<file path="src/isoep_pkg.sv">
package isoep_pkg;

   // Default depth of the queue between scanner and arithmetic unit.
   localparam int QUEUE_DEPTH_DEFAULT = 2;

   // Fixed date/time characters: YYYY-MM-DDTHH:MM:SS
   localparam int MIN_LENGTH   = 19;
   localparam int FIXED_DIGITS = 14;

   // One fully scanned string, handed from the scanner to the arithmetic unit.
   typedef struct packed {
      logic                           too_short;
      logic [FIXED_DIGITS-1:0][7:0]   digits;        // raw bytes, year first
      logic [19:0]                    frac_acc;      // kept fraction digits
      logic [2:0]                     frac_count;    // number of kept digits
      logic                           offset_apply;
      logic                           offset_sign;   // 1 = '-'
      logic [3:0][7:0]                offset_digits; // H, H, M, M (last may be 0)
   } job_type;

   typedef struct packed {
      logic full;
      logic empty;
   } queue_status_type;

endpackage

</file>
<file path="src/isoep_queue.sv">
module isoep_queue import isoep_pkg::*; #(
   parameter int DEPTH = QUEUE_DEPTH_DEFAULT
) (
   input  logic             clock,
   input  logic             reset,
   input  logic             push,
   input  job_type          push_job,
   input  logic             pop,
   output job_type          head_job,
   output queue_status_type q_status
);

   localparam int PTR_W = (DEPTH > 1) ? $clog2(DEPTH) : 1;
   localparam int CNT_W = $clog2(DEPTH + 1);

   job_type              mem [DEPTH];
   logic [PTR_W-1:0]     wr_ptr_ff, wr_ptr_in;
   logic [PTR_W-1:0]     rd_ptr_ff, rd_ptr_in;
   logic [CNT_W-1:0]     count_ff, count_in;
   logic                 do_push, do_pop;

   assign q_status.full  = (count_ff == CNT_W'(DEPTH));
   assign q_status.empty = (count_ff == '0);
   assign head_job       = mem[rd_ptr_ff];

   assign do_push = push && !q_status.full;
   assign do_pop  = pop && !q_status.empty;

   always_comb begin
      wr_ptr_in = wr_ptr_ff;
      rd_ptr_in = rd_ptr_ff;
      count_in  = count_ff;
      if (do_push) begin
         wr_ptr_in = (wr_ptr_ff == PTR_W'(DEPTH - 1)) ? '0 : wr_ptr_ff + 1'b1;
      end
      if (do_pop) begin
         rd_ptr_in = (rd_ptr_ff == PTR_W'(DEPTH - 1)) ? '0 : rd_ptr_ff + 1'b1;
      end
      if (do_push && !do_pop)      count_in = count_ff + 1'b1;
      else if (do_pop && !do_push) count_in = count_ff - 1'b1;
   end

   always_ff @(posedge clock) begin
      if (do_push) mem[wr_ptr_ff] <= push_job;
   end

   always_ff @(posedge clock) begin
      if (reset) begin
         wr_ptr_ff <= '0;
         rd_ptr_ff <= '0;
         count_ff  <= '0;
      end else begin
         wr_ptr_ff <= wr_ptr_in;
         rd_ptr_ff <= rd_ptr_in;
         count_ff  <= count_in;
      end
   end

endmodule

</file>
<file path="config.mk">
export PLATFORM = sky130hd
export DESIGN_NAME = isoep_queue
export DESIGN_NICKNAME = d
export VERILOG_FILES = /design/src/isoep_pkg.sv /design/src/isoep_queue.sv
export SDC_FILE = /design/constraint.sdc
export NUM_CORES = 1
export LEC_CHECK = 0
export ABC_AREA = 1
export ABC_CLOCK_PERIOD_IN_PS = 15420
export BUFFER_PORTS_ARGS = -buffer_cell sky130_fd_sc_hd__buf_4
export CORE_MARGIN = 3
export CORE_UTILIZATION = 56
export DETAILED_ROUTE_END_ITERATION = 7
export PLACE_DENSITY = 0.94
export RECOVER_POWER = 100
export SYNTH_ARGS = -nofsm -noshare
export SYNTH_HDL_FRONTEND = slang
export SYNTH_SLANG_ARGS = --single-unit
export TNS_END_PERCENT = 100
</file>
<file path="constraint.sdc">
create_clock -name clock -period 15.42 [get_ports clock]
set_input_delay 1.542 -clock clock [delete_from_list [all_inputs] [get_ports clock]]
set_output_delay 1.542 -clock clock [all_outputs]
set_load 0.01 [all_outputs]
</file>
==> metrics list <==
* Critical path's largest stage delay: 2.66 ns
* DIE AREA: 24920 µm²
- The area growth from synthesis to layout is 23.97%.
- Buffers placed on the I/O ports in this run total 345.
* Number of global-route vias before repair: 7241
- In this run the remaining antenna-violating nets after routing total 0.
- Clock latency on the worst-skew pair, taken at its later pin, is 0.50 ns.
- Post-synthesis cell type count: 15
- Total Routed Length: 28.38 mm
- Setup violations remaining at the end of the flow were counted as 0.
- The H-tree was split into 2 levels.
* Crit path top cell by count: sky130_fd_sc_hd__clkbuf_1
* Result of the run: finished with violations
- Synthesis produced 566 cells.
- Maximum vdd ir drop: 0.0001453 V
- Count of max-cap constraint violations: 8
* Violations in the final reports: capacitance limit, slew limit
- For the pin with the worst max-slew slack, the measured transition is 4.574 ns.
* Max Slew Vio Count: 510
- GRT Residual Overflow: 0
- Setup total negative slack on the finished layout was measured at 0 ns.
- Synthesized net count: 741
- Worst endpoint required time: 13.88 ns
- STA classifies the critical path startpoint as a register.
- Cell-by-cell trace of the critical path: clkbuf_1 -> mux2_2 -> clkbuf_1
- Of all nets on the critical path, the largest fanout is 68.
- Upper clock frequency limit: 0.1261 GHz
* CP Class: reg2out
- Register area share after synthesis: 79.84%
- Clock skew on the completed layout was measured at 0.01401 ns.
- Number of flops mapped to enable cells by yosys: 340
* Largest cells by area after synthesis: sky130_fd_sc_hd__edfxtp_1, sky130_fd_sc_hd__mux2_4, sky130_fd_sc_hd__mux2_2, sky130_fd_sc_hd__buf_6, sky130_fd_sc_hd__dfxtp_1
* Count of yosys warnings during synthesis: 0
- Post-CTS setup buffer count: 0
- Cell chosen for the clock root: sky130_fd_sc_hd__clkbuf_16
* Via count of the routed design: 6665
- First-pass GRT wire length: 41.22 mm
* Initial core utilization: 58.09%
- Dominant register cell in the synthesized netlist: sky130_fd_sc_hd__edfxtp_1
- By count the netlist is led by sky130_fd_sc_hd__edfxtp_1, sky130_fd_sc_hd__mux2_4, sky130_fd_sc_hd__mux2_2, sky130_fd_sc_hd__buf_6.
- No sink is reached through more buffers than the 3 on the longest clock path.
- Worst Setup End Kind: primary output
* Largest net degree at the start of global routing: 82
- In the final layout, the share of cells above drive strength 1 is 33.82%.
- The wire-length estimate of the detail-placed layout is 19.04 mm.
- The initial antenna violation count came to 1.
- Final nets: 1110
* CTS sink cnt: 345
- Post-CTS Hold Fix Bufs: 0
- Clock-pin slew was measured on the worst setup and hold paths at 0.06 ns.
- DRC violations left: 0
* Most common cell in the synthesized netlist: sky130_fd_sc_hd__edfxtp_1
- Post-synthesis instance area: 12910 µm²
- After detailed routing, the number of vias per cell comes to 5.362.
- Together, buffers and inverters on the worst path number 2.
* Post-synth top area share: 79.07%
* Ratio of total power to cell area: 165.4 nW/µm²
- Core Rows: 54
- Counting I/O delays and the setup requirement, the final critical path takes 7.932 ns.
- For this design, the slowest cell found on the critical path is sky130_fd_sc_hd__clkbuf_1.
- Class of the tightest hold or removal check: reg2reg
- From left edge to right edge, the die measures 157.9 µm.
- CTS tree: built
- Number of CTS-inserted buffers: 35
- A synthesized cell averages 22.81 µm².
- Data on the critical path arrives at its endpoint at 6.39 ns.
* Global-route usage over all layers: 22.08%
* Vert. Die Dim: 157.9 µm
- Cells fill 72.01% of the core in the end.
- For this run, the detailed router's first-pass iteration total came to 5.
- The cell family contributing the most delay on the critical path is buffers and inverters.
- Max-slew headroom at the worst pin: -205.0%
* Async SR Flop Fraction: 0%
- Setup repair after global routing left no endpoint under its margin.
* Count of boundary I/O pins: 346
- Count of endpoints failing hold in the final timing report: 0
* GP Congestion: 0.8025
- Core Box Area: 22230 µm²
* Routed length per instance: 22.84 µm
- Seq cells post-synth: 345
- Cell leakage power: 5.710 nW
- The worst path uses 51.44% of the clock period.
- Cell accounting for the most synthesized area: sky130_fd_sc_hd__edfxtp_1
- Post-CTS repair changed the size of 0 cells.
* Starting DRT DRC Count: 413
[through the flow]
step	hold slack (ns)	total power, mW	cells	instance area (µm²)	setup WS (ns)
global route	0.5457	2.760	1242	16010	6.927
detailed placement	0.5512	1.949	1178	15750	11.26
global placement	0.5183	1.920	1178	15750	11.29
CTS	0.5606	2.775	1241	16870	10.73
finish	0.5228	2.647	1243	16010	7.488
floorplan	0.4761	1.673	566	12910	5.967
[layout make-up]
type                            instances  area [µm²]
Tap cell                              280       350.3
Inverter                                9       33.78
Antenna cell                            2       5.005
Timing Repair Buffer                  351        2151
Clock buffer                           45       965.9
Multi-Input combinational cell        193        2034
Clock inverter                         18       157.7
Fill cell                            1478        6221
Sequential cell                       345       10310
[layout by cell type (no fill, tap or decap), drive strengths merged]
| master | Yosys | routed |
|---|---|---|
| mux2 | 170 | 170 |
| nand2 | 4 | 4 |
| nand4 | 1 | 1 |
| buf | 19 | 118 |
| nand3 | 1 | 1 |
| a21oi | 1 | 1 |
| ha | 1 | 1 |
| diode | 0 | 2 |
| inv | 9 | 9 |
| nor2 | 9 | 9 |
| and2 | 1 | 1 |
| bufinv | 0 | 3 |
| o21ai | 5 | 5 |
| clkbuf | 0 | 278 |
| dfxtp | 5 | 5 |
| edfxtp | 340 | 340 |
| clkinv | 0 | 15 |
[worst register-to-register path, delay by kind of cell, from the launching register on]
family	cells	cell delay, ns
compound gates	1	0.21
buf+inv	1	3.28
flops	1	0.42
simple gates	1	1.33
[final timing paths]
check             slack (ns)  depth (start not counted)         from          end
setup / recovery        7.49                          3     register  head_job[3]
hold / removal          0.52                          2    wr_ptr_ff    wr_ptr_ff
setup reg to reg        9.61                          3  count_ff[0]  mem[0][166]
hold reg to reg         0.52                          2    wr_ptr_ff    wr_ptr_ff
[kinds of logic (layout without fill, tap and decap cells)]
family / Yosys count / count (layout) / synth area share, %
flops: 345 / 345 / 79.84
other cells: 0 / 2 / 0
fa+ha+maj: 1 / 1 / 0.09688
compound gates: 6 / 6 / 0.2325
buf+inv: 28 / 423 / 1.579
simple gates: 16 / 16 / 0.5135
mux: 170 / 170 / 17.73
[report_power, final]
part	internal, mW	switching (mW)
clock network	0.492	0.328
logic	0.260	0.309
registers	1.21	0.0529
[sequential cells by signal, indices dropped and copies added (netlist names), named ones only]
register	count
mem	340
count_ff	2
rd_ptr_ff	1
wr_ptr_ff	1
[layer usage]
metal / share of wire (%) / vias up / track usage [%]
li1: - / 2977 / -
met1: 35 / 3252 / 24.82
met2: 51 / 359 / 39.12
met3: 9.2 / 77 / 6.643
met4: 4.2 / 0 / 9.545
met5: 0 / - / 0
No activity file was read; power rests on OpenSTA's default activity.
