[config.mk]
export PLATFORM = sky130hd
export DESIGN_NAME = isoep_back
export DESIGN_NICKNAME = d
export VERILOG_FILES = /design/src/isoep_pkg.sv /design/src/isoep_back.sv
export SDC_FILE = /design/constraint.sdc
export NUM_CORES = 2
export LEC_CHECK = 0
export BUFFER_PORTS_ARGS = -buffer_cell sky130_fd_sc_hd__buf_2
export CORE_ASPECT_RATIO = 0.5
export CORE_UTILIZATION = 37
export CTS_CLUSTER_SIZE = 8
export DETAILED_ROUTE_END_ITERATION = 10
export PLACE_DENSITY = 0.49
export SETUP_SLACK_MARGIN = 0.4
export SYNTH_ARGS = -nofsm -noshare
export SYNTH_HDL_FRONTEND = slang
export SYNTH_SLANG_ARGS = --single-unit
[constraint.sdc]
create_clock -name clock -period 17.6 [get_ports clock]
set_input_delay 3.52 -clock clock [delete_from_list [all_inputs] [get_ports clock]]
set_output_delay 3.52 -clock clock [all_outputs]
set_load 0.02 [all_outputs]
[src/isoep_pkg.sv]
package isoep_pkg;

   // Default depth of the queue between scanner and arithmetic unit.
   localparam int QUEUE_DEPTH_DEFAULT = 2;

   // Fixed date/time characters: YYYY-MM-DDTHH:MM:SS
   localparam int MIN_LENGTH   = 19;
   localparam int FIXED_DIGITS = 14;

   // One fully scanned string, handed from the scanner to the arithmetic unit.
   typedef struct packed {
      logic                           too_short;
      logic [FIXED_DIGITS-1:0][7:0]   digits;        // raw bytes, year first
      logic [19:0]                    frac_acc;      // kept fraction digits
      logic [2:0]                     frac_count;    // number of kept digits
      logic                           offset_apply;
      logic                           offset_sign;   // 1 = '-'
      logic [3:0][7:0]                offset_digits; // H, H, M, M (last may be 0)
   } job_type;

   typedef struct packed {
      logic full;
      logic empty;
   } queue_status_type;

endpackage

[src/isoep_back.sv]
module isoep_back import isoep_pkg::*; (
   input  logic                clock,
   input  logic                reset,
   input  queue_status_type    q_status,
   input  job_type             head_job,
   output logic                pop,
   output logic                rsp_valid,
   input  logic                rsp_stall,
   output logic signed [63:0]  rsp_epoch_micros,
   output logic                rsp_too_short
);

   typedef enum logic [3:0] {
      S_IDLE,
      S_FIELDS,
      S_MONQ,
      S_MONC,
      S_YEAR,
      S_ERAQ,
      S_ERAC,
      S_DAYS,
      S_SECS,
      S_MUL,
      S_SUM1,
      S_SUM2,
      S_OUT
   } state_type;

   function automatic logic signed [9:0] dig(input logic [7:0] b);
      return $signed({2'b00, b}) - 10'sd48;
   endfunction

   function automatic logic signed [12:0] pair(input logic [7:0] hi, input logic [7:0] lo);
      return 13'(dig(hi)) * 13'sd10 + 13'(dig(lo));
   endfunction

   // Zero padding of the fraction to six digits.
   function automatic logic [19:0] pad_scale(input logic [2:0] n);
      unique case (n)
         3'd0:    return 20'd1000000;
         3'd1:    return 20'd100000;
         3'd2:    return 20'd10000;
         3'd3:    return 20'd1000;
         3'd4:    return 20'd100;
         3'd5:    return 20'd10;
         default: return 20'd1;
      endcase
   endfunction

   // Days from March 1 to the first of the month; month index 0 = January.
   function automatic logic [8:0] month_start(input logic [3:0] m);
      unique case (m)
         4'd0:    return 9'd306;
         4'd1:    return 9'd337;
         4'd2:    return 9'd0;
         4'd3:    return 9'd31;
         4'd4:    return 9'd61;
         4'd5:    return 9'd92;
         4'd6:    return 9'd122;
         4'd7:    return 9'd153;
         4'd8:    return 9'd184;
         4'd9:    return 9'd214;
         4'd10:   return 9'd245;
         4'd11:   return 9'd275;
         default: return 9'd0;
      endcase
   endfunction

   function automatic logic [1:0] centuries(input logic [8:0] yoe);
      priority if (yoe >= 9'd300) return 2'd3;
      else if (yoe >= 9'd200)     return 2'd2;
      else if (yoe >= 9'd100)     return 2'd1;
      else                        return 2'd0;
   endfunction

   state_type            state_ff;
   job_type              job_ff;

   logic signed [19:0]   year_raw_ff, year_raw_in;
   logic [11:0]          mon_x_ff, mon_x_in;
   logic signed [12:0]   mday_m1_ff, mday_m1_in;
   logic signed [12:0]   hour_ff, hour_in;
   logic signed [12:0]   minute_ff, minute_in;
   logic signed [12:0]   sec_ff, sec_in;
   logic signed [18:0]   off_min_ff, off_min_in;
   logic [19:0]          frac_pad_ff, frac_pad_in;
   logic [23:0]          mprod_ff, mprod_in;
   logic [8:0]           mq_ff, mq_in;
   logic [3:0]           mon_ff, mon_in;
   logic [18:0]          y_x_ff, y_x_in;
   logic [37:0]          eprod_ff, eprod_in;
   logic signed [10:0]   era_ff, era_in;
   logic [8:0]           yoe_ff, yoe_in;
   logic signed [31:0]   days_ff, days_in;
   logic signed [47:0]   secs_ff, secs_in;
   logic [43:0]          plo_ff, plo_in;
   logic signed [43:0]   phi_ff, phi_in;
   logic signed [44:0]   shift_ff, shift_in;
   logic [63:0]          base_ff, base_in;
   logic [63:0]          total_in;

   logic                 rsp_valid_ff;
   logic signed [63:0]   rsp_epoch_ff;
   logic                 rsp_short_ff;

   logic [8:0]           mq_raw;
   logic [13:0]          mq12, mon_x14, mr;
   logic [9:0]           eq_raw, eq_fix;
   logic [18:0]          eq400, er;

   assign pop              = (state_ff == S_IDLE) && !q_status.empty;
   assign rsp_valid        = rsp_valid_ff;
   assign rsp_epoch_micros = rsp_epoch_ff;
   assign rsp_too_short    = rsp_short_ff;

   always_comb begin
      // field extraction; the year is taken in full from its four digits
      year_raw_in = 20'(dig(job_ff.digits[0])) * 20'sd1000
                  + 20'(dig(job_ff.digits[1])) * 20'sd100
                  + 20'(dig(job_ff.digits[2])) * 20'sd10
                  + 20'(dig(job_ff.digits[3]));
      // month - 1, biased by 45 years so floor division sees a positive value
      mon_x_in    = 12'(pair(job_ff.digits[4], job_ff.digits[5]) + 13'sd539);
      mday_m1_in  = pair(job_ff.digits[6], job_ff.digits[7]) - 13'sd1;
      hour_in     = pair(job_ff.digits[8], job_ff.digits[9]);
      minute_in   = pair(job_ff.digits[10], job_ff.digits[11]);
      sec_in      = pair(job_ff.digits[12], job_ff.digits[13]);
      off_min_in  = 19'(pair(job_ff.offset_digits[0], job_ff.offset_digits[1])) * 19'sd60
                  + 19'(pair(job_ff.offset_digits[2], job_ff.offset_digits[3]));
      frac_pad_in = 20'(40'(job_ff.frac_acc) * 40'(pad_scale(job_ff.frac_count)));

      // floor(x / 12) by reciprocal, estimate never low
      mprod_in = 24'(mon_x_ff) * 24'd2731;
      mq_raw   = mprod_ff[23:15];
      mq12     = 14'(mq_raw) * 14'd12;
      mon_x14  = {2'b00, mon_x_ff};
      if (mq12 > mon_x14) begin
         mq_in = mq_raw - 9'd1;
         mr    = mon_x14 + 14'd12 - mq12;
      end else begin
         mq_in = mq_raw;
         mr    = mon_x14 - mq12;
      end
      mon_in = mr[3:0];

      // March-based year, biased by 200 eras
      y_x_in = 19'(21'(year_raw_ff) + 21'({12'd0, mq_ff}) - 21'd45
                   - 21'(mon_ff < 4'd2) + 21'd80000);

      // floor(y / 400) by reciprocal, estimate never low
      eprod_in = 38'(y_x_ff) * 38'd335545;
      eq_raw   = eprod_ff[36:27];
      eq400    = 19'(eq_raw) * 19'd400;
      if (eq400 > y_x_ff) begin
         eq_fix = eq_raw - 10'd1;
         er     = y_x_ff + 19'd400 - eq400;
      end else begin
         eq_fix = eq_raw;
         er     = y_x_ff - eq400;
      end
      era_in = $signed({1'b0, eq_fix}) - 11'sd200;
      yoe_in = er[8:0];

      days_in = 32'(era_ff) * 32'sd146097
              + $signed({23'd0, yoe_ff}) * 32'sd365
              + $signed({25'd0, yoe_ff[8:2]})
              - $signed({30'd0, centuries(yoe_ff)})
              + $signed({23'd0, month_start(mon_ff)})
              + 32'(mday_m1_ff)
              - 32'sd719468;

      secs_in = 48'(days_ff) * 48'sd86400
              + 48'(hour_ff) * 48'sd3600
              + 48'(minute_ff) * 48'sd60
              + 48'(sec_ff);

      // seconds to microseconds in two halves
      plo_in   = 44'(secs_ff[23:0]) * 44'd1000000;
      phi_in   = 44'($signed(secs_ff[47:24])) * 44'sd1000000;
      shift_in = 45'(off_min_ff) * 45'sd60000000;

      base_in  = {phi_ff[39:0], 24'd0} + 64'(plo_ff);

      total_in = base_ff + 64'(frac_pad_ff);
      if (job_ff.offset_apply) begin
         if (job_ff.offset_sign) total_in = total_in + 64'(shift_ff);
         else                    total_in = total_in - 64'(shift_ff);
      end
   end

   always_ff @(posedge clock) begin
      if (reset) begin
         state_ff     <= S_IDLE;
         rsp_valid_ff <= 1'b0;
      end else begin
         unique case (state_ff)
            S_IDLE: begin
               if (!q_status.empty) begin
                  job_ff <= head_job;
                  if (head_job.too_short) begin
                     rsp_epoch_ff <= '0;
                     rsp_short_ff <= 1'b1;
                     rsp_valid_ff <= 1'b1;
                     state_ff     <= S_OUT;
                  end else begin
                     state_ff <= S_FIELDS;
                  end
               end
            end
            S_FIELDS: begin
               year_raw_ff <= year_raw_in;
               mon_x_ff    <= mon_x_in;
               mday_m1_ff  <= mday_m1_in;
               hour_ff     <= hour_in;
               minute_ff   <= minute_in;
               sec_ff      <= sec_in;
               off_min_ff  <= off_min_in;
               frac_pad_ff <= frac_pad_in;
               state_ff    <= S_MONQ;
            end
            S_MONQ: begin
               mprod_ff <= mprod_in;
               state_ff <= S_MONC;
            end
            S_MONC: begin
               mq_ff    <= mq_in;
               mon_ff   <= mon_in;
               state_ff <= S_YEAR;
            end
            S_YEAR: begin
               y_x_ff   <= y_x_in;
               state_ff <= S_ERAQ;
            end
            S_ERAQ: begin
               eprod_ff <= eprod_in;
               state_ff <= S_ERAC;
            end
            S_ERAC: begin
               era_ff   <= era_in;
               yoe_ff   <= yoe_in;
               state_ff <= S_DAYS;
            end
            S_DAYS: begin
               days_ff  <= days_in;
               state_ff <= S_SECS;
            end
            S_SECS: begin
               secs_ff  <= secs_in;
               state_ff <= S_MUL;
            end
            S_MUL: begin
               plo_ff   <= plo_in;
               phi_ff   <= phi_in;
               shift_ff <= shift_in;
               state_ff <= S_SUM1;
            end
            S_SUM1: begin
               base_ff  <= base_in;
               state_ff <= S_SUM2;
            end
            S_SUM2: begin
               rsp_epoch_ff <= $signed(total_in);
               rsp_short_ff <= 1'b0;
               rsp_valid_ff <= 1'b1;
               state_ff     <= S_OUT;
            end
            S_OUT: begin
               if (!rsp_stall) begin
                  rsp_valid_ff <= 1'b0;
                  state_ff     <= S_IDLE;
               end
            end
            default: state_ff <= S_IDLE;
         endcase
      end
   end

endmodule

==> metrics.log <==
INFO  metric run_status = completed
INFO  metric grt_antenna_before_repair = 11
INFO  metric die_h = ~370 um
INFO  metric max_cap_violations = 0
INFO  metric synth_area_per_cell = approximately 10 sq um
INFO  metric tritoncts.num_buffers = about 100
INFO  metric synth_seq_cells = ~690
INFO  metric synth_enable_flop_cells = 674
INFO  metric cts.repair_timing.setup_buffer_count = 0
INFO  metric max_freq = about 0.094 GHz
INFO  metric area_of_the_multi_input_gates = approximately 70000 sq um
INFO  metric synth-seq-area-share = approximately a fifth
INFO  metric synth_top_area_share = 23.1%
INFO  metric post_synth_most_frequent_cells = 2148 x sky130_fd_sc_hd__inv_1, 1799 x sky130_fd_sc_hd__ha_1, 1097 x sky130_fd_sc_hd__fa_1, 674 x sky130_fd_sc_hd__edfxtp_1, 539 x sky130_fd_sc_hd__xnor2_1
INFO  metric layout_min_cycle_time = 10590 ps
INFO  metric post_synth_and_or_nand_nor_area_fraction = roughly 7.4%
INFO  metric fp.coreArea = 261000 sq um
INFO  metric final_cell_area = between 100000 and 150000 sq um
INFO  metric fillCellCount = 25.8k
INFO  metric cts_hold_buf = 0
INFO  metric cts.reportedPaths.clkPinSlew = ~70 ps
INFO  metric cts_resized = 0
INFO  metric dr.pass1.iters = 5
INFO  metric arrival = between 10000 and 15000 ps
INFO  metric routedWlPerCell = 15.7 um
INFO  metric post_synth_instance_area = approximately 98000 sq um
INFO  metric cts_htree_levels = 3
INFO  metric fp.dieW = 728 um
INFO  metric root_buffer = sky130_fd_sc_hd__clkbuf_16
INFO  metric min_period_over_period = 60.2%
INFO  metric synthAdderAreaFrac = a little under half
INFO  metric timing.clock.skew = 57.1 ps
INFO  metric yosys-mux-area-fraction = less than 1%
INFO  metric vias_in_the_first_global_route = 66.9k
INFO  metric drc = 0
INFO  metric synthXorXnorAreaFrac = 7.12%
INFO  metric critical_path_buf_inv_count = 6
INFO  metric grt_setup_unrepaired = no
INFO  metric setup.worst_path.end_class = flip-flop
INFO  metric io_buffer_count = 240
INFO  metric syn_inst = between 9k and 10k
INFO  metric clock_latency = roughly 730 ps
INFO  metric clock-sinks = between 600 and 700
INFO  metric initial_utilization = 37.5%
INFO  metric ys.warnings.count = 0
INFO  metric globalRouteOverflowTotal = 0
INFO  metric boundaryPins = between 200 and 250
INFO  metric timing.critical_path.from_type = flip-flop
INFO  metric drive_gt1_share = 4.74%
INFO  metric worstHoldPathType = reg2reg
INFO  metric mappedNetlistNets = 12.7k
INFO  metric cp.required = ~18000 ps
INFO  metric synthDistinctLibCells = 94
INFO  metric netlist.top_cell.by_area = sky130_fd_sc_hd__ha_1
INFO  metric setup_total_negative_slack = 0 ps
INFO  metric synth_compound_gate_area_share = 9.82%
INFO  metric antenna_left = 0
INFO  metric asyncSetResetFlopFracSynth = 0%
INFO  metric post_layout_nonfiller_instances = about 13k
INFO  metric crit_slowest_cell = sky130_fd_sc_hd__edfxtp_1
INFO  metric postSynth.topFlopCell = sky130_fd_sc_hd__edfxtp_1
INFO  metric remaining_max_slew_budget_at_the_tightest_pin = around 22%
INFO  metric critPathKind = reg2reg
INFO  metric worst-path-max-fanout = 9
INFO  metric postRouteWirelength = 212000 um
INFO  metric ff_latch_area = 20500 sq um
INFO  metric largest_buffer_count_on_any_clock_path = 3
INFO  metric grtUsageTotal = between 10% and 20%
INFO  metric tritoncts = yes
INFO  metric placer_congestion_estimate = between 0.8 and 0.9
INFO  metric synthMostInstantiatedCell = sky130_fd_sc_hd__inv_1
INFO  metric slew_viol_final = 0
INFO  metric postLayoutCoreUtil = 40.7%
INFO  metric std_cell_rows = between 100 and 150
INFO  metric critical-path-top-cell-by-count = sky130_fd_sc_hd__fa_1
INFO  metric finish.net_count = roughly 13k
INFO  metric area_delta_synth_final = 8.54%
INFO  metric die_area = 266000 sq um
INFO  metric actual_slew_at_the_worst_max_slew_pin = about 1200 ps
INFO  metric dpl.cell_count = approximately 13k
INFO  metric synth_top_cells_by_area = sky130_fd_sc_hd__ha_1 23%, sky130_fd_sc_hd__fa_1 22%, sky130_fd_sc_hd__edfxtp_1 21%, sky130_fd_sc_hd__inv_1 8.3%, sky130_fd_sc_hd__xnor2_1 4.8%
INFO  metric detailed_place.area = around 100000 sq um
INFO  metric combinational_family_with_the_most_area_after_synthesis = adder cells
INFO  metric grt_start_max_net_pins = 66
INFO  metric final-hold-violation-count = 0
INFO  metric routed-via-count = ~63k
INFO  metric grt_pass1_wl = 350000 um
INFO  metric post_drt_via_cell_ratio = 4.72
INFO  metric cpLargestDelayFamily = adder cells
INFO  metric drt_iter0_markers = between 2k and 3k
INFO  metric hpwl = about 180000 um
INFO  metric setup-violations-final = 0
INFO  metric slowest_stage_delay_on_critical_path = ~560 ps
-- stage by stage --
step / setup slack [ps] / hold slack, ps
after CTS: 6970 / 411
after detailed placement: 7030 / 405
final: 7010 / 414
after global placement: 6950 / 402
after global routing: 6150 / 418
after floorplan: 1570 / 400
-- path summary, 6_finish.rpt --
| kind | depth (start not counted) | start | slack, ps | to |
|---|---|---|---|---|
| min | 0 | plo_ff[6] | 410 | base_ff[6] |
| min reg2reg | 0 | plo_ff[6] | 410 | base_ff[6] |
| max | 38 | yoe_ff[7] | 7010 | days_ff[29] |
| max reg2reg | 38 | yoe_ff[7] | 7010 | days_ff[29] |
-- final cells by class --
cell class              instances  share of cell area, %
multi-input cells            6694                   64.9
repair buffers                276                   1.39
clock buffers                 131                   2.45
flip-flops and latches        688                   19.4
inverters                    2151                   7.62
diodes                          3                0.00709
well taps                    3484                   4.11
clock inverters                13                  0.128
-- flip-flops by register name (all words and copies together), names as in the netlist, 12 cells and up, named ones only --
name              cells
mon_x_ff             12
off_min_ff           19
minute_ff            13
sec_ff               13
base_ff              58
year_raw_ff          19
y_x_ff               19
hour_ff              13
secs_ff              48
frac_pad_ff          20
phi_ff               34
mday_m1_ff           13
rsp_epoch_micros     64
job_ff              169
days_ff              32
plo_ff               38
shift_ff             37
-- cell families (layout without fill, tap and decap cells) --
kind of cell,after synthesis,in the layout
AO/OA/AOI/OAI,1483,1483
XOR/XNOR,787,787
adder cells (fa/ha/maj),2896,2896
buffers and inverters,2242,2571
flip-flops,688,688
multiplexers,46,46
other,1,4
AND/OR/NAND/NOR,1481,1481
-- layout by cell type, fill, tap and decap left out, types with 19 or more instances in the layout --
| master | instances |
|---|---|
| sky130_fd_sc_hd__or2_2 | 22 |
| sky130_fd_sc_hd__nor3_1 | 121 |
| sky130_fd_sc_hd__edfxtp_1 | 674 |
| sky130_fd_sc_hd__xor2_1 | 243 |
| sky130_fd_sc_hd__a21oi_1 | 464 |
| sky130_fd_sc_hd__clkbuf_1 | 32 |
| sky130_fd_sc_hd__buf_4 | 36 |
| sky130_fd_sc_hd__ha_1 | 1799 |
| sky130_fd_sc_hd__inv_1 | 2147 |
| sky130_fd_sc_hd__o21bai_1 | 84 |
| sky130_fd_sc_hd__a31oi_1 | 37 |
| sky130_fd_sc_hd__o21a_1 | 83 |
| sky130_fd_sc_hd__nand4_1 | 43 |
| sky130_fd_sc_hd__a21o_1 | 196 |
| sky130_fd_sc_hd__nand3_1 | 119 |
| sky130_fd_sc_hd__nor4_1 | 19 |
| sky130_fd_sc_hd__nor2b_1 | 78 |
| sky130_fd_sc_hd__nand2_1 | 330 |
| sky130_fd_sc_hd__o31ai_1 | 21 |
| sky130_fd_sc_hd__xnor2_1 | 539 |
| sky130_fd_sc_hd__o211ai_1 | 39 |
| sky130_fd_sc_hd__clkbuf_16 | 99 |
| sky130_fd_sc_hd__nor2_1 | 415 |
| sky130_fd_sc_hd__a211oi_1 | 57 |
| sky130_fd_sc_hd__and3_1 | 82 |
| sky130_fd_sc_hd__nand2b_1 | 85 |
| sky130_fd_sc_hd__a21boi_0 | 45 |
| sky130_fd_sc_hd__o21ai_0 | 257 |
| sky130_fd_sc_hd__and2_1 | 61 |
| sky130_fd_sc_hd__fa_1 | 1097 |
| sky130_fd_sc_hd__or3_1 | 43 |
| sky130_fd_sc_hd__mux2i_1 | 31 |
| sky130_fd_sc_hd__buf_2 | 240 |
-- metal layers --
metal	vias to the layer above	GRT usage [%]	share of wire, %
met2	593	28.1	46
met4	8	3.16	1.8
li1	32461	-	-
met3	209	1.96	2.9
met1	30176	22.2	49
met5	-	0	0.026
Power is left out: the tool's default activity adds up to more than one toggle a clock period on the data nets, which glitch-free logic cannot reach.
