**src/isoep_pkg.sv**
```systemverilog
package isoep_pkg;

   // Default depth of the queue between scanner and arithmetic unit.
   localparam int QUEUE_DEPTH_DEFAULT = 2;

   // Fixed date/time characters: YYYY-MM-DDTHH:MM:SS
   localparam int MIN_LENGTH   = 19;
   localparam int FIXED_DIGITS = 14;

   // One fully scanned string, handed from the scanner to the arithmetic unit.
   typedef struct packed {
      logic                           too_short;
      logic [FIXED_DIGITS-1:0][7:0]   digits;        // raw bytes, year first
      logic [19:0]                    frac_acc;      // kept fraction digits
      logic [2:0]                     frac_count;    // number of kept digits
      logic                           offset_apply;
      logic                           offset_sign;   // 1 = '-'
      logic [3:0][7:0]                offset_digits; // H, H, M, M (last may be 0)
   } job_type;

   typedef struct packed {
      logic full;
      logic empty;
   } queue_status_type;

endpackage

```
**src/isoep_front.sv**
```systemverilog
module isoep_front import isoep_pkg::*; (
   input  logic             clock,
   input  logic             reset,
   input  logic             req_valid,
   output logic             req_stall,
   input  logic [7:0]       req_text_byte,
   input  logic             req_is_last,
   input  queue_status_type q_status,
   output logic             push,
   output job_type          push_job
);

   localparam logic [7:0] DOT_CHAR   = 8'd46;
   localparam logic [7:0] ZULU_CHAR  = 8'd90;
   localparam logic [7:0] PLUS_CHAR  = 8'd43;
   localparam logic [7:0] MINUS_CHAR = 8'd45;
   localparam logic [7:0] ZERO_CHAR  = 8'd48;
   localparam logic [7:0] NINE_CHAR  = 8'd57;
   localparam logic [2:0] FRAC_MAX   = 3'd6;
   localparam logic [2:0] OFF_BYTES  = 3'd5;

   typedef enum logic [2:0] {
      PH_FIXED,
      PH_FRACTION,
      PH_ZONE,
      PH_OFFSET,
      PH_DONE
   } phase_type;

   phase_type                    phase_ff, phase_in;
   logic [4:0]                   pos_ff, pos_in;
   logic [FIXED_DIGITS-1:0][7:0] digits_ff, digits_in;
   logic [19:0]                  frac_ff, frac_in;
   logic [2:0]                   fcnt_ff, fcnt_in;
   logic                         sign_ff, sign_in;
   logic [3:0][7:0]              ob_ff, ob_in;
   logic [2:0]                   ocnt_ff, ocnt_in;

   logic                         slot_valid;
   logic [3:0]                   slot;
   phase_type                    zone_phase;
   logic                         zone_is_sign;
   logic                         is_digit;
   logic                         accept;

   assign req_stall = q_status.full;
   assign accept    = req_valid && !req_stall;
   assign is_digit  = (req_text_byte >= ZERO_CHAR) && (req_text_byte <= NINE_CHAR);

   // Position to digit slot; separators have no slot.
   always_comb begin
      slot_valid = 1'b1;
      slot       = 4'd0;
      unique case (pos_ff)
         5'd0, 5'd1, 5'd2, 5'd3: slot = pos_ff[3:0];
         5'd5:    slot = 4'd4;
         5'd6:    slot = 4'd5;
         5'd8:    slot = 4'd6;
         5'd9:    slot = 4'd7;
         5'd11:   slot = 4'd8;
         5'd12:   slot = 4'd9;
         5'd14:   slot = 4'd10;
         5'd15:   slot = 4'd11;
         5'd17:   slot = 4'd12;
         5'd18:   slot = 4'd13;
         default: slot_valid = 1'b0;
      endcase
   end

   // Zone scan step for the current byte.
   always_comb begin
      zone_is_sign = (req_text_byte == PLUS_CHAR) || (req_text_byte == MINUS_CHAR);
      priority if (req_text_byte == ZULU_CHAR) zone_phase = PH_DONE;
      else if (zone_is_sign)                   zone_phase = PH_OFFSET;
      else                                     zone_phase = PH_ZONE;
   end

   always_comb begin
      phase_in  = phase_ff;
      pos_in    = pos_ff;
      digits_in = digits_ff;
      frac_in   = frac_ff;
      fcnt_in   = fcnt_ff;
      sign_in   = sign_ff;
      ob_in     = ob_ff;
      ocnt_in   = ocnt_ff;
      push      = 1'b0;
      push_job  = '0;

      if (accept) begin
         unique case (phase_ff)
            PH_FIXED: begin
               if (pos_ff < 5'(MIN_LENGTH)) begin
                  if (slot_valid) digits_in[slot] = req_text_byte;
               end else if (req_text_byte == DOT_CHAR) begin
                  phase_in = PH_FRACTION;
               end else begin
                  phase_in = zone_phase;
                  if (zone_is_sign) begin
                     sign_in = (req_text_byte == MINUS_CHAR);
                     ocnt_in = 3'd0;
                  end
               end
            end
            PH_FRACTION: begin
               if (is_digit) begin
                  if (fcnt_ff < FRAC_MAX) begin
                     frac_in = frac_ff * 20'd10 + {16'd0, req_text_byte[3:0]};
                     fcnt_in = fcnt_ff + 3'd1;
                  end
               end else begin
                  phase_in = zone_phase;
                  if (zone_is_sign) begin
                     sign_in = (req_text_byte == MINUS_CHAR);
                     ocnt_in = 3'd0;
                  end
               end
            end
            PH_ZONE: begin
               phase_in = zone_phase;
               if (zone_is_sign) begin
                  sign_in = (req_text_byte == MINUS_CHAR);
                  ocnt_in = 3'd0;
               end
            end
            PH_OFFSET: begin
               // byte after HH (the colon) is not kept
               if (ocnt_ff < OFF_BYTES) begin
                  unique case (ocnt_ff)
                     3'd0:    ob_in[0] = req_text_byte;
                     3'd1:    ob_in[1] = req_text_byte;
                     3'd3:    ob_in[2] = req_text_byte;
                     3'd4:    ob_in[3] = req_text_byte;
                     default: ;
                  endcase
                  ocnt_in = ocnt_ff + 3'd1;
               end
            end
            PH_DONE: ;
            default: ;
         endcase

         if (pos_ff != 5'd31) pos_in = pos_ff + 5'd1;

         if (req_is_last) begin
            push                   = 1'b1;
            push_job.too_short     = (pos_ff < 5'(MIN_LENGTH - 1));
            push_job.digits        = digits_in;
            push_job.frac_acc      = frac_in;
            push_job.frac_count    = fcnt_in;
            push_job.offset_apply  = (phase_in == PH_OFFSET) && (ocnt_in >= 3'd4);
            push_job.offset_sign   = sign_in;
            push_job.offset_digits = ob_in;
            if (ocnt_in < OFF_BYTES) push_job.offset_digits[3] = 8'd0;

            phase_in  = PH_FIXED;
            pos_in    = '0;
            digits_in = '0;
            frac_in   = '0;
            fcnt_in   = '0;
            sign_in   = 1'b0;
            ob_in     = '0;
            ocnt_in   = '0;
         end
      end
   end

   always_ff @(posedge clock) begin
      if (reset) begin
         phase_ff  <= PH_FIXED;
         pos_ff    <= '0;
         digits_ff <= '0;
         frac_ff   <= '0;
         fcnt_ff   <= '0;
         sign_ff   <= 1'b0;
         ob_ff     <= '0;
         ocnt_ff   <= '0;
      end else begin
         phase_ff  <= phase_in;
         pos_ff    <= pos_in;
         digits_ff <= digits_in;
         frac_ff   <= frac_in;
         fcnt_ff   <= fcnt_in;
         sign_ff   <= sign_in;
         ob_ff     <= ob_in;
         ocnt_ff   <= ocnt_in;
      end
   end

endmodule

```
**config.mk**
```make
export PLATFORM = sky130hd
export DESIGN_NAME = isoep_front
export DESIGN_NICKNAME = d
export VERILOG_FILES = /design/src/isoep_pkg.sv /design/src/isoep_front.sv
export SDC_FILE = /design/constraint.sdc
export NUM_CORES = 1
export LEC_CHECK = 0
export BUFFER_PORTS_ARGS = -buffer_cell sky130_fd_sc_hd__buf_2
export CAP_MARGIN = 20
export CELL_PAD_IN_SITES_DETAIL_PLACEMENT = 1
export CELL_PAD_IN_SITES_GLOBAL_PLACEMENT = 2
export CORE_MARGIN = 1
export CORE_UTILIZATION = 36
export CTS_CLUSTER_DIAMETER = 40
export DETAILED_ROUTE_END_ITERATION = 8
export PLACE_DENSITY_LB_ADDON = 0.1
export SLEW_MARGIN = 15
export SYNTH_ARGS = -nofsm -noshare
export SYNTH_HDL_FRONTEND = slang
export SYNTH_SLANG_ARGS = --single-unit
```
**constraint.sdc**
```tcl
create_clock -name clock -period 10.2 [get_ports clock]
set_input_delay 2.55 -clock clock [delete_from_list [all_inputs] [get_ports clock]]
set_output_delay 2.55 -clock clock [all_outputs]
set_load 0.01 [all_outputs]
```
==> results of run 1 <==
stage by stage:
step                setup slack [ps]  hold WS, ps  std cells  area [µm²]
floorplan                       3050          464       1415       11200
global placement                2060          477       1907       12400
detailed placement              2060          488       1907       12400
CTS                             2030          507       1937       13000
global route                    1660          534       1938       13000
finish                          2020          502       1938       13000
final cells by class:
cell class                 instances  area [µm²]
timing repair buffer             204        1070
inverter                          15        56.3
sequential                       179        3580
clock inverter                    13         200
clock buffer                      17         425
multi-input combinational       1114        7210
fill                            3755       17600
tap                              396         495
worst min-delay path, delay by kind of cell, from the launching register on:
family,cells,cell delay [ps]
flip-flops,1,330
AO/OA/AOI/OAI,1,70
AND/OR/NAND/NOR,1,70
power by group:
part,leakage (nW),internal (mW),switching (mW),total (mW)
registers,1.44,0.700,0.00265,0.703
logic,3.29,0.0251,0.101,0.127
clock network,0.305,0.414,0.317,0.731
sequential cells by signal, summed over array words and instances, names as in the netlist:
signal	count
fcnt_ff	3
digits_ff	112
pos_ff	5
sign_ff	1
ocnt_ff	3
frac_ff	20
ob_ff	32
phase_ff	3
cell usage in the layout, fill, tap and decap left out, types with 4 or more instances in the layout:
cell,netlist,layout
a31oi_1,6,6
nor2_8,5,5
xor2_1,10,10
nor2_4,7,7
nand4_1,4,4
nand2_1,76,75
ha_1,45,45
nor3_2,9,10
o21ai_1,5,5
a211oi_1,13,13
inv_1,15,15
and2_1,6,6
o31ai_1,5,5
dfxtp_1,179,179
a22oi_1,155,155
nor2_1,354,353
clkbuf_16,0,17
mux2i_1,129,129
nor2b_2,0,8
nand3b_1,6,6
nor3_1,32,31
a211o_1,4,4
and3_1,7,7
nor2b_1,17,9
nor4b_1,6,6
a21o_1,8,8
o21ai_2,12,12
inv_6,0,4
a21oi_1,63,62
bufinv_16,0,4
nand2b_1,10,9
xnor2_1,19,19
nand3_1,13,13
buf_2,6,183
or3_1,4,4
buf_4,3,21
o21ai_0,28,28
routing by layer:
metal  vias up  track usage  share of wire
li1       5266            -              -
met1      5524        0.358           0.47
met2       254        0.424           0.47
met3        37       0.0332          0.040
met4         0       0.0625          0.013
met5         -            0              0
logic make-up after synthesis:
| logic type | after synthesis | synth area share |
|---|---|---|
| multiplexers | 131 | 0.117 |
| adder cells (fa/ha/maj) | 47 | 0.0537 |
| XOR/XNOR | 30 | 0.0241 |
| AND/OR/NAND/NOR | 580 | 0.242 |
| AO/OA/AOI/OAI | 326 | 0.202 |
| buffers and inverters | 122 | 0.0426 |
| flip-flops | 179 | 0.319 |
how the worst max path moves through the flow:
stage | to | cells past startpoint
final | push_job[56] | 9
after global routing | push_job[56] | 10
after CTS | push_job[56] | 12
after detailed placement | push_job[56] | 12
after global placement | push_job[56] | 12
after floorplan | push_job[24] | 7
==> tab_implementation.tex, run 1 <==
\begin{tabular}{lr}
\hline
Metric & Value \\
\hline
\multicolumn{2}{l}{\textbf{Drt}} \\
\quad Count of routing violations after the opening detailed-route iteration & between 600 and 700 \\
\quad Wire length per cell after detailed routing & 21.4 µm \\
\quad Vias per cell & 5.72 \\
\quad Wirelength, routed & 41.4 mm \\
\quad Count of TritonRoute iterations in the first routing pass & 5 \\
\quad Routed via count & 11100 \\
\quad Antenna-violating nets left & 0 \\
\quad DRC violations left & 0 \\
\multicolumn{2}{l}{\textbf{Logic synthesis}} \\
\quad Share of flip-flops with an asynchronous set or reset & 0 \\
\quad Most common library cells after synthesis & 354 x nor2\_1, 179 x dfxtp\_1, 155 x a22oi\_1 \\
\quad Average size of a mapped cell & 7.94 µm² \\
\quad Share of Yosys cell area claimed by the top area cell type & 0.319 \\
\quad Main area contributors after synthesis & dfxtp\_1 32\%, nor2\_1 12\%, mux2i\_1 11\%, a22oi\_1 10\%, ha\_1 5.0\% \\
\quad Post-synth cell types & 70 \\
\quad Synthesized Nets & 1476 \\
\quad Post-synthesis instance total & 1415 \\
\quad Number of register bits inferred by synthesis & between 150 and 200 \\
\quad Leading cell type by number of instances after synthesis & nor2\_1 \\
\quad Flip-flop cell with the highest count after synthesis & dfxtp\_1 \\
\quad Post-Syn Area & 11200 µm² \\
\quad Sequential area share after synthesis & 0.319 \\
\quad Largest area contributor in the netlist & dfxtp\_1 \\
\quad Yosys synthesis warning count & 0 \\
\quad Number of enable flip-flop cells after synthesis & 0 \\
\multicolumn{2}{l}{\textbf{Floorplan}} \\
\quad Die area & $\sim$32000 µm² \\
\quad Horizontal extent of the die & about 180 µm \\
\quad Effective utilization at floorplan & 0.366 \\
\quad Core Area & 30700 µm² \\
\quad Row cnt & 64 \\
\quad I/O pin total & about 190 \\
\quad Die boundary height & 179 µm \\
\multicolumn{2}{l}{\textbf{Clocking}} \\
\quad Number of clock sinks & 179 \\
\quad Master cell of the clock root buffer & clkbuf\_16 \\
\quad CTS HTree Levels & 4 \\
\quad Hold bufs inserted after CTS & 0 \\
\quad TritonCTS buffer count & 17 \\
\quad TritonCTS clock tree & done \\
\quad Max clock buf depth & 2 \\
\quad Clock transition at the registers of the reported paths & 70 ps \\
\quad Latest clock arrival within the worst-skew pair & 450 ps \\
\quad Resize count post-CTS & 0 \\
\quad Buffer count from post-CTS setup fixing & 0 \\
\multicolumn{2}{l}{\textbf{Power}} \\
\quad Static power due to leakage & slightly above 5 nW \\
\quad Max IR drop VDD & 103 µV \\
\quad Final total power & 1.56 mW \\
\quad Power density of the placed cells & between 100 and 150 nW/µm² \\
\multicolumn{2}{l}{\textbf{Critical path}} \\
\quad Worst path arrival time & between 5000 and 6000 ps \\
\quad Startpoint kind of the worst setup timing path & input port \\
\quad Critical path class & input port to primary output \\
\quad Critical path's slowest cell & nand2\_1 \\
\quad FF-to-FF path depth & 11 \\
\quad Number of buffer and inverter instances along the worst setup path & 2 \\
\quad Top cell family by delay on the critical path & simple AND/OR/NAND/NOR gates \\
\quad Critical register-to-register path startpoint & pos\_ff[0]\$\_SDFFE\_PP0P\_ \\
\quad Timing startpoint of the critical path & req\_text\_byte[4] \\
\quad Capturing element type of the critical path & primary output \\
\quad Largest fanout on the critical path & 22 \\
\quad Critical path's largest stage delay & 670 ps \\
\quad Destination of the worst register-to-register timing path & digits\_ff[108]\$\_SDFFE\_PP0P\_ \\
\quad Required time reported for the critical path endpoint & 7650 ps \\
\quad Setup slack of the most critical reg-to-reg path & 6320 ps \\
\quad Crit path cell chain & buf\_2 > and4\_1 > nand2\_1 > nor3\_1 > nand2\_1 > a211oi\_1 > nand2b\_1 > nor3\_1 > buf\_2 \\
\multicolumn{2}{l}{\textbf{Finish}} \\
\quad Relative area change from synthesis to final layout & 16.2\% \\
\quad \# nets final & 1592 \\
\quad Share of post-route cells with drive strength above 1 & 0.189 \\
\quad Antenna diodes & 0 \\
\quad Share of the core filled with cells & 0.425 \\
\multicolumn{2}{l}{\textbf{Timing}} \\
\quad Slew @ Worst Pin & 1090 ps \\
\quad FMAX & 0.122 GHz \\
\quad Final Skew & 16.7 ps \\
\quad Final hold violation count & 0 \\
\quad Worst slew margin & 0.272 \\
\quad Clock period minus worst slack & slightly above 8000 ps \\
\quad Final Max Tran Viols & 0 \\
\quad Unrepaired setup endpoints after global routing & no \\
\quad TNS Setup & 0 ps \\
\quad Post-route fraction of the period consumed by the critical path & 0.802 \\
\quad Endpoints failing setup & 0 \\
\multicolumn{2}{l}{\textbf{GRT}} \\
\quad Pin count of the biggest net entering global routing & 95 \\
\quad Antenna violations before repair & 0 \\
\quad Vias in the first global route & between 10000 and 15000 \\
\quad Total routing resource utilization after global routing & 0.259 \\
\quad First-pass GRT wire length & 63.0 mm \\
\quad Congestion Overflow GR & 0 \\
\multicolumn{2}{l}{\textbf{Min path}} \\
\quad Worst hold-check path type & flop to flop \\
\quad Number of stages on the worst hold path & 2 \\
\quad End point of the worst hold path & digits\_ff[3]\$\_SDFFE\_PP0P\_ \\
\quad Start point of the worst min-delay path & digits\_ff[3]\$\_SDFFE\_PP0P\_ \\
\multicolumn{2}{l}{\textbf{Placement}} \\
\quad Count of port buffers added during placement & 184 \\
\quad Final RePlAce weighted congestion & slightly above 0.8 \\
\quad Placed wire-length estimate & 26.8 mm \\
\multicolumn{2}{l}{\textbf{Status}} \\
\quad Result of the run & finished, final reports clean \\
\multicolumn{2}{l}{\textbf{Flow run}} \\
\quad Total of max-cap violations & 0 \\
\hline
\end{tabular}
Note: power is estimated with default switching activity, not from simulation.
==> inputs of run 2 (changes only) <==
--- a/config.mk
+++ b/config.mk
@@ -10,7 +10,7 @@
 export CELL_PAD_IN_SITES_DETAIL_PLACEMENT = 1
 export CELL_PAD_IN_SITES_GLOBAL_PLACEMENT = 2
 export CORE_MARGIN = 1
-export CORE_UTILIZATION = 36
+export CORE_UTILIZATION = 30
 export CTS_CLUSTER_DIAMETER = 40
 export DETAILED_ROUTE_END_ITERATION = 8
 export PLACE_DENSITY_LB_ADDON = 0.1
==> constraint.sdc (replaced) <==
create_clock -name clock -period 6.85 [get_ports clock]
set_input_delay 1.7125 -clock clock [delete_from_list [all_inputs] [get_ports clock]]
set_output_delay 1.7125 -clock clock [all_outputs]
set_load 0.01 [all_outputs]
==> run 2 against run 1 <==
  * Critical path depth rose by 1
  * Wire length rose by 5.7%
  * Design area rose by 1.1%
  * Non-clock buffer count rose by 8
  * First-iteration DRC count rose by 8.4%
  * Critical path type unchanged
  * Critical endpoint is now push_job[47]
==> tab_implementation.tex, run 2 (synthesis gave the netlist of run 1 again) <==
\begin{tabular}{lr}
\hline
Metric & Value \\
\hline
\multicolumn{2}{l}{\textbf{Status}} \\
\quad Result of the run & finished, final reports clean \\
\multicolumn{2}{l}{\textbf{Timing}} \\
\quad TNS Setup & 0 ps (unchanged) \\
\quad FMAX & 0.162 GHz \\
\quad Final Max Tran Viols & 0 (unchanged) \\
\quad Unrepaired setup endpoints after global routing & no \\
\quad Final hold violation count & 0 (unchanged) \\
\quad Post-route fraction of the period consumed by the critical path & 0.903 \\
\quad Endpoints failing setup & 0 (unchanged) \\
\quad Slew @ Worst Pin & 1090 ps (+0.414 ps) \\
\quad Final Skew & 26.8 ps (+10.1 ps) \\
\quad Post-route worst hold slack & 497 ps (-5.04 ps) \\
\quad Clock period minus worst slack & approximately 6200 ps \\
\quad Worst slew margin & 0.270 (-0.00236) \\
\multicolumn{2}{l}{\textbf{Min path}} \\
\quad Worst hold-check path type & flop to flop \\
\multicolumn{2}{l}{\textbf{Critical path}} \\
\quad Required time reported for the critical path endpoint & 5140 ps (-2510 ps) \\
\quad Startpoint kind of the worst setup timing path & input port \\
\quad Critical path class & input port to primary output \\
\quad Top cell family by delay on the critical path & simple AND/OR/NAND/NOR gates \\
\quad Critical path's largest stage delay & 460 ps (-210 ps) \\
\quad Capturing element type of the critical path & primary output \\
\quad Crit path cell chain & buf\_2 > buf\_4 > o21ai\_0 > and4\_1 > nand2\_1 > nor3\_1 > nand2\_1 > o21ai\_0 > and2\_1 > buf\_2 \\
\quad Number of buffer and inverter instances along the worst setup path & 3 (+1) \\
\quad Critical path's slowest cell & nand2\_1 \\
\quad Largest fanout on the critical path & 14 (-36\%) \\
\quad Worst path arrival time & 4470 ps (-1160 ps) \\
\multicolumn{2}{l}{\textbf{Clocking}} \\
\quad CTS HTree Levels & 4 (unchanged) \\
\quad TritonCTS buffer count & 17 (unchanged) \\
\quad Number of clock sinks & 179 (unchanged) \\
\quad Resize count post-CTS & 0 (unchanged) \\
\quad Latest clock arrival within the worst-skew pair & 440 ps (about the same) \\
\quad Buffer count from post-CTS setup fixing & 0 (unchanged) \\
\quad Max clock buf depth & 2 (unchanged) \\
\quad TritonCTS clock tree & done \\
\quad Clock transition at the registers of the reported paths & 70 ps (about the same) \\
\quad Hold bufs inserted after CTS & 0 (unchanged) \\
\quad Master cell of the clock root buffer & clkbuf\_16 \\
\multicolumn{2}{l}{\textbf{GRT}} \\
\quad Vias in the first global route & 11000 (+2.1\%) \\
\quad Antenna violations before repair & 0 (unchanged) \\
\quad Congestion Overflow GR & 0 (unchanged) \\
\quad First-pass GRT wire length & 66.3 mm (+5.3\%) \\
\quad Pin count of the biggest net entering global routing & 181 (+91\%) \\
\quad Total routing resource utilization after global routing & 0.225 (-0.0338) \\
\multicolumn{2}{l}{\textbf{Floorplan}} \\
\quad Horizontal extent of the die & 195 µm (+9.4\%) \\
\quad Die boundary height & 195 µm (+9.4\%) \\
\quad Die area & 38200 µm² (+20\%) \\
\quad Core Area & 36700 µm² (+20\%) \\
\quad Row cnt & 70 (+9.4\%) \\
\quad I/O pin total & 186 (unchanged) \\
\quad Effective utilization at floorplan & 0.306 (-0.0601) \\
\multicolumn{2}{l}{\textbf{Drt}} \\
\quad Antenna-violating nets left & 0 (unchanged) \\
\quad DRC violations left & 0 (unchanged) \\
\quad Wire length per cell after detailed routing & 21.7 µm (+1.5\%) \\
\quad Routed via count & 11000 (-0.97\%) \\
\quad Count of TritonRoute iterations in the first routing pass & 5 (unchanged) \\
\quad Count of routing violations after the opening detailed-route iteration & 723 (+8.4\%) \\
\quad Vias per cell & 5.44 (-4.9\%) \\
\quad Wirelength, routed & 43.7 mm (+5.7\%) \\
\multicolumn{2}{l}{\textbf{Power}} \\
\quad Power density of the placed cells & 170 nW/µm² (+42\%) \\
\quad Max IR drop VDD & 172 µV (+67\%) \\
\quad Static power due to leakage & 5.06 nW (+0.59\%) \\
\multicolumn{2}{l}{\textbf{Placement}} \\
\quad Count of port buffers added during placement & 184 (unchanged) \\
\quad Placed wire-length estimate & 29.0 mm (+8.2\%) \\
\quad Final RePlAce weighted congestion & 0.781 (-5.7\%) \\
\multicolumn{2}{l}{\textbf{Finish}} \\
\quad Share of post-route cells with drive strength above 1 & 0.194 (+0.00470) \\
\quad Max reg flops & 112 (unchanged) \\
\quad \# nets final & 1600 (+0.50\%) \\
\quad Most frequent cells in the layout & 353 x nor2\_1, 183 x buf\_2, 179 x dfxtp\_1 \\
\quad Relative area change from synthesis to final layout & 17.4\% \\
\quad Registers with the highest flip-flop counts & digits\_ff: 112 flops, ob\_ff: 32 flops, frac\_ff: 20 flops \\
\quad Most common cell after layout, fill and taps aside & nor2\_1 \\
\quad Register ranked first by flip-flop count & digits\_ff \\
\quad Antenna diodes & 0 (unchanged) \\
\multicolumn{2}{l}{\textbf{Flow run}} \\
\quad Total of max-cap violations & 0 (unchanged) \\
\hline
\end{tabular}
[run 2: cell count changes in the layout (fill, tap and decap cells not counted), sizes merged]
cell	before	now
bufinv	4	0
clkinv	3	7
inv	20	21
buf	204	212
[run 2: stage by stage]
stage / utilization / instances / instance area (µm²) / worst slack, ps / total power [mW]
2_1_floorplan: - / 1415 / 11200 / 1370 / 1.18
3_3_place_gp: 0.343 / 1987 / 12600 / 650 / 1.27
3_5_place_dp: 0.343 / 1987 / 12600 / 673 / 1.27
4_1_cts: 0.359 / 2018 / 13200 / 653 / 2.27
5_1_grt: 0.359 / 2019 / 13200 / 347 / 2.32
6_report: 0.359 / 2019 / 13200 / 664 / 2.24
[run 2: final cells by class]
type                    instances  area [µm²]
fillers                      4392       23500
multi-input cells            1114        7220
clock inverters                14         166
inverters                      15        56.3
well taps                     468         586
repair buffers                212        1150
flip-flops and latches        179        3580
clock buffers                  17         425
[run 2: path summary, 6_finish.rpt]
path	slack (ps)	endpoint	cells past startpoint	startpoint
max	660	push_job[47]	10	req_text_byte[1]
min	500	frac_ff[19]$_SDFFE_PP0P_	2	frac_ff[19]$_SDFFE_PP0P_
max reg2reg	3110	digits_ff[64]$_SDFFE_PP0P_	10	pos_ff[0]$_SDFFE_PP0P_
min reg2reg	500	frac_ff[19]$_SDFFE_PP0P_	2	frac_ff[19]$_SDFFE_PP0P_
[run 2: worst min-delay path, cell delays in order (launching register included)]
cell	delay, ps
dfxtp_1	310
nand2b_1	70
o32ai_1	70
[run 2: layer usage]
layer	track usage	up-vias	wire, µm
li1	-	5286	-
met5	0	-	0
met4	0.0435	0	418
met1	0.317	5452	21400
met2	0.372	215	20500
met3	0.0235	21	1350
[run 2: power breakdown]
part	leakage (nW)	switching (mW)	internal [mW]
Clock	0.284	0.512	0.491
Combinational	3.34	0.153	0.0408
Sequential	1.44	0.00393	1.04
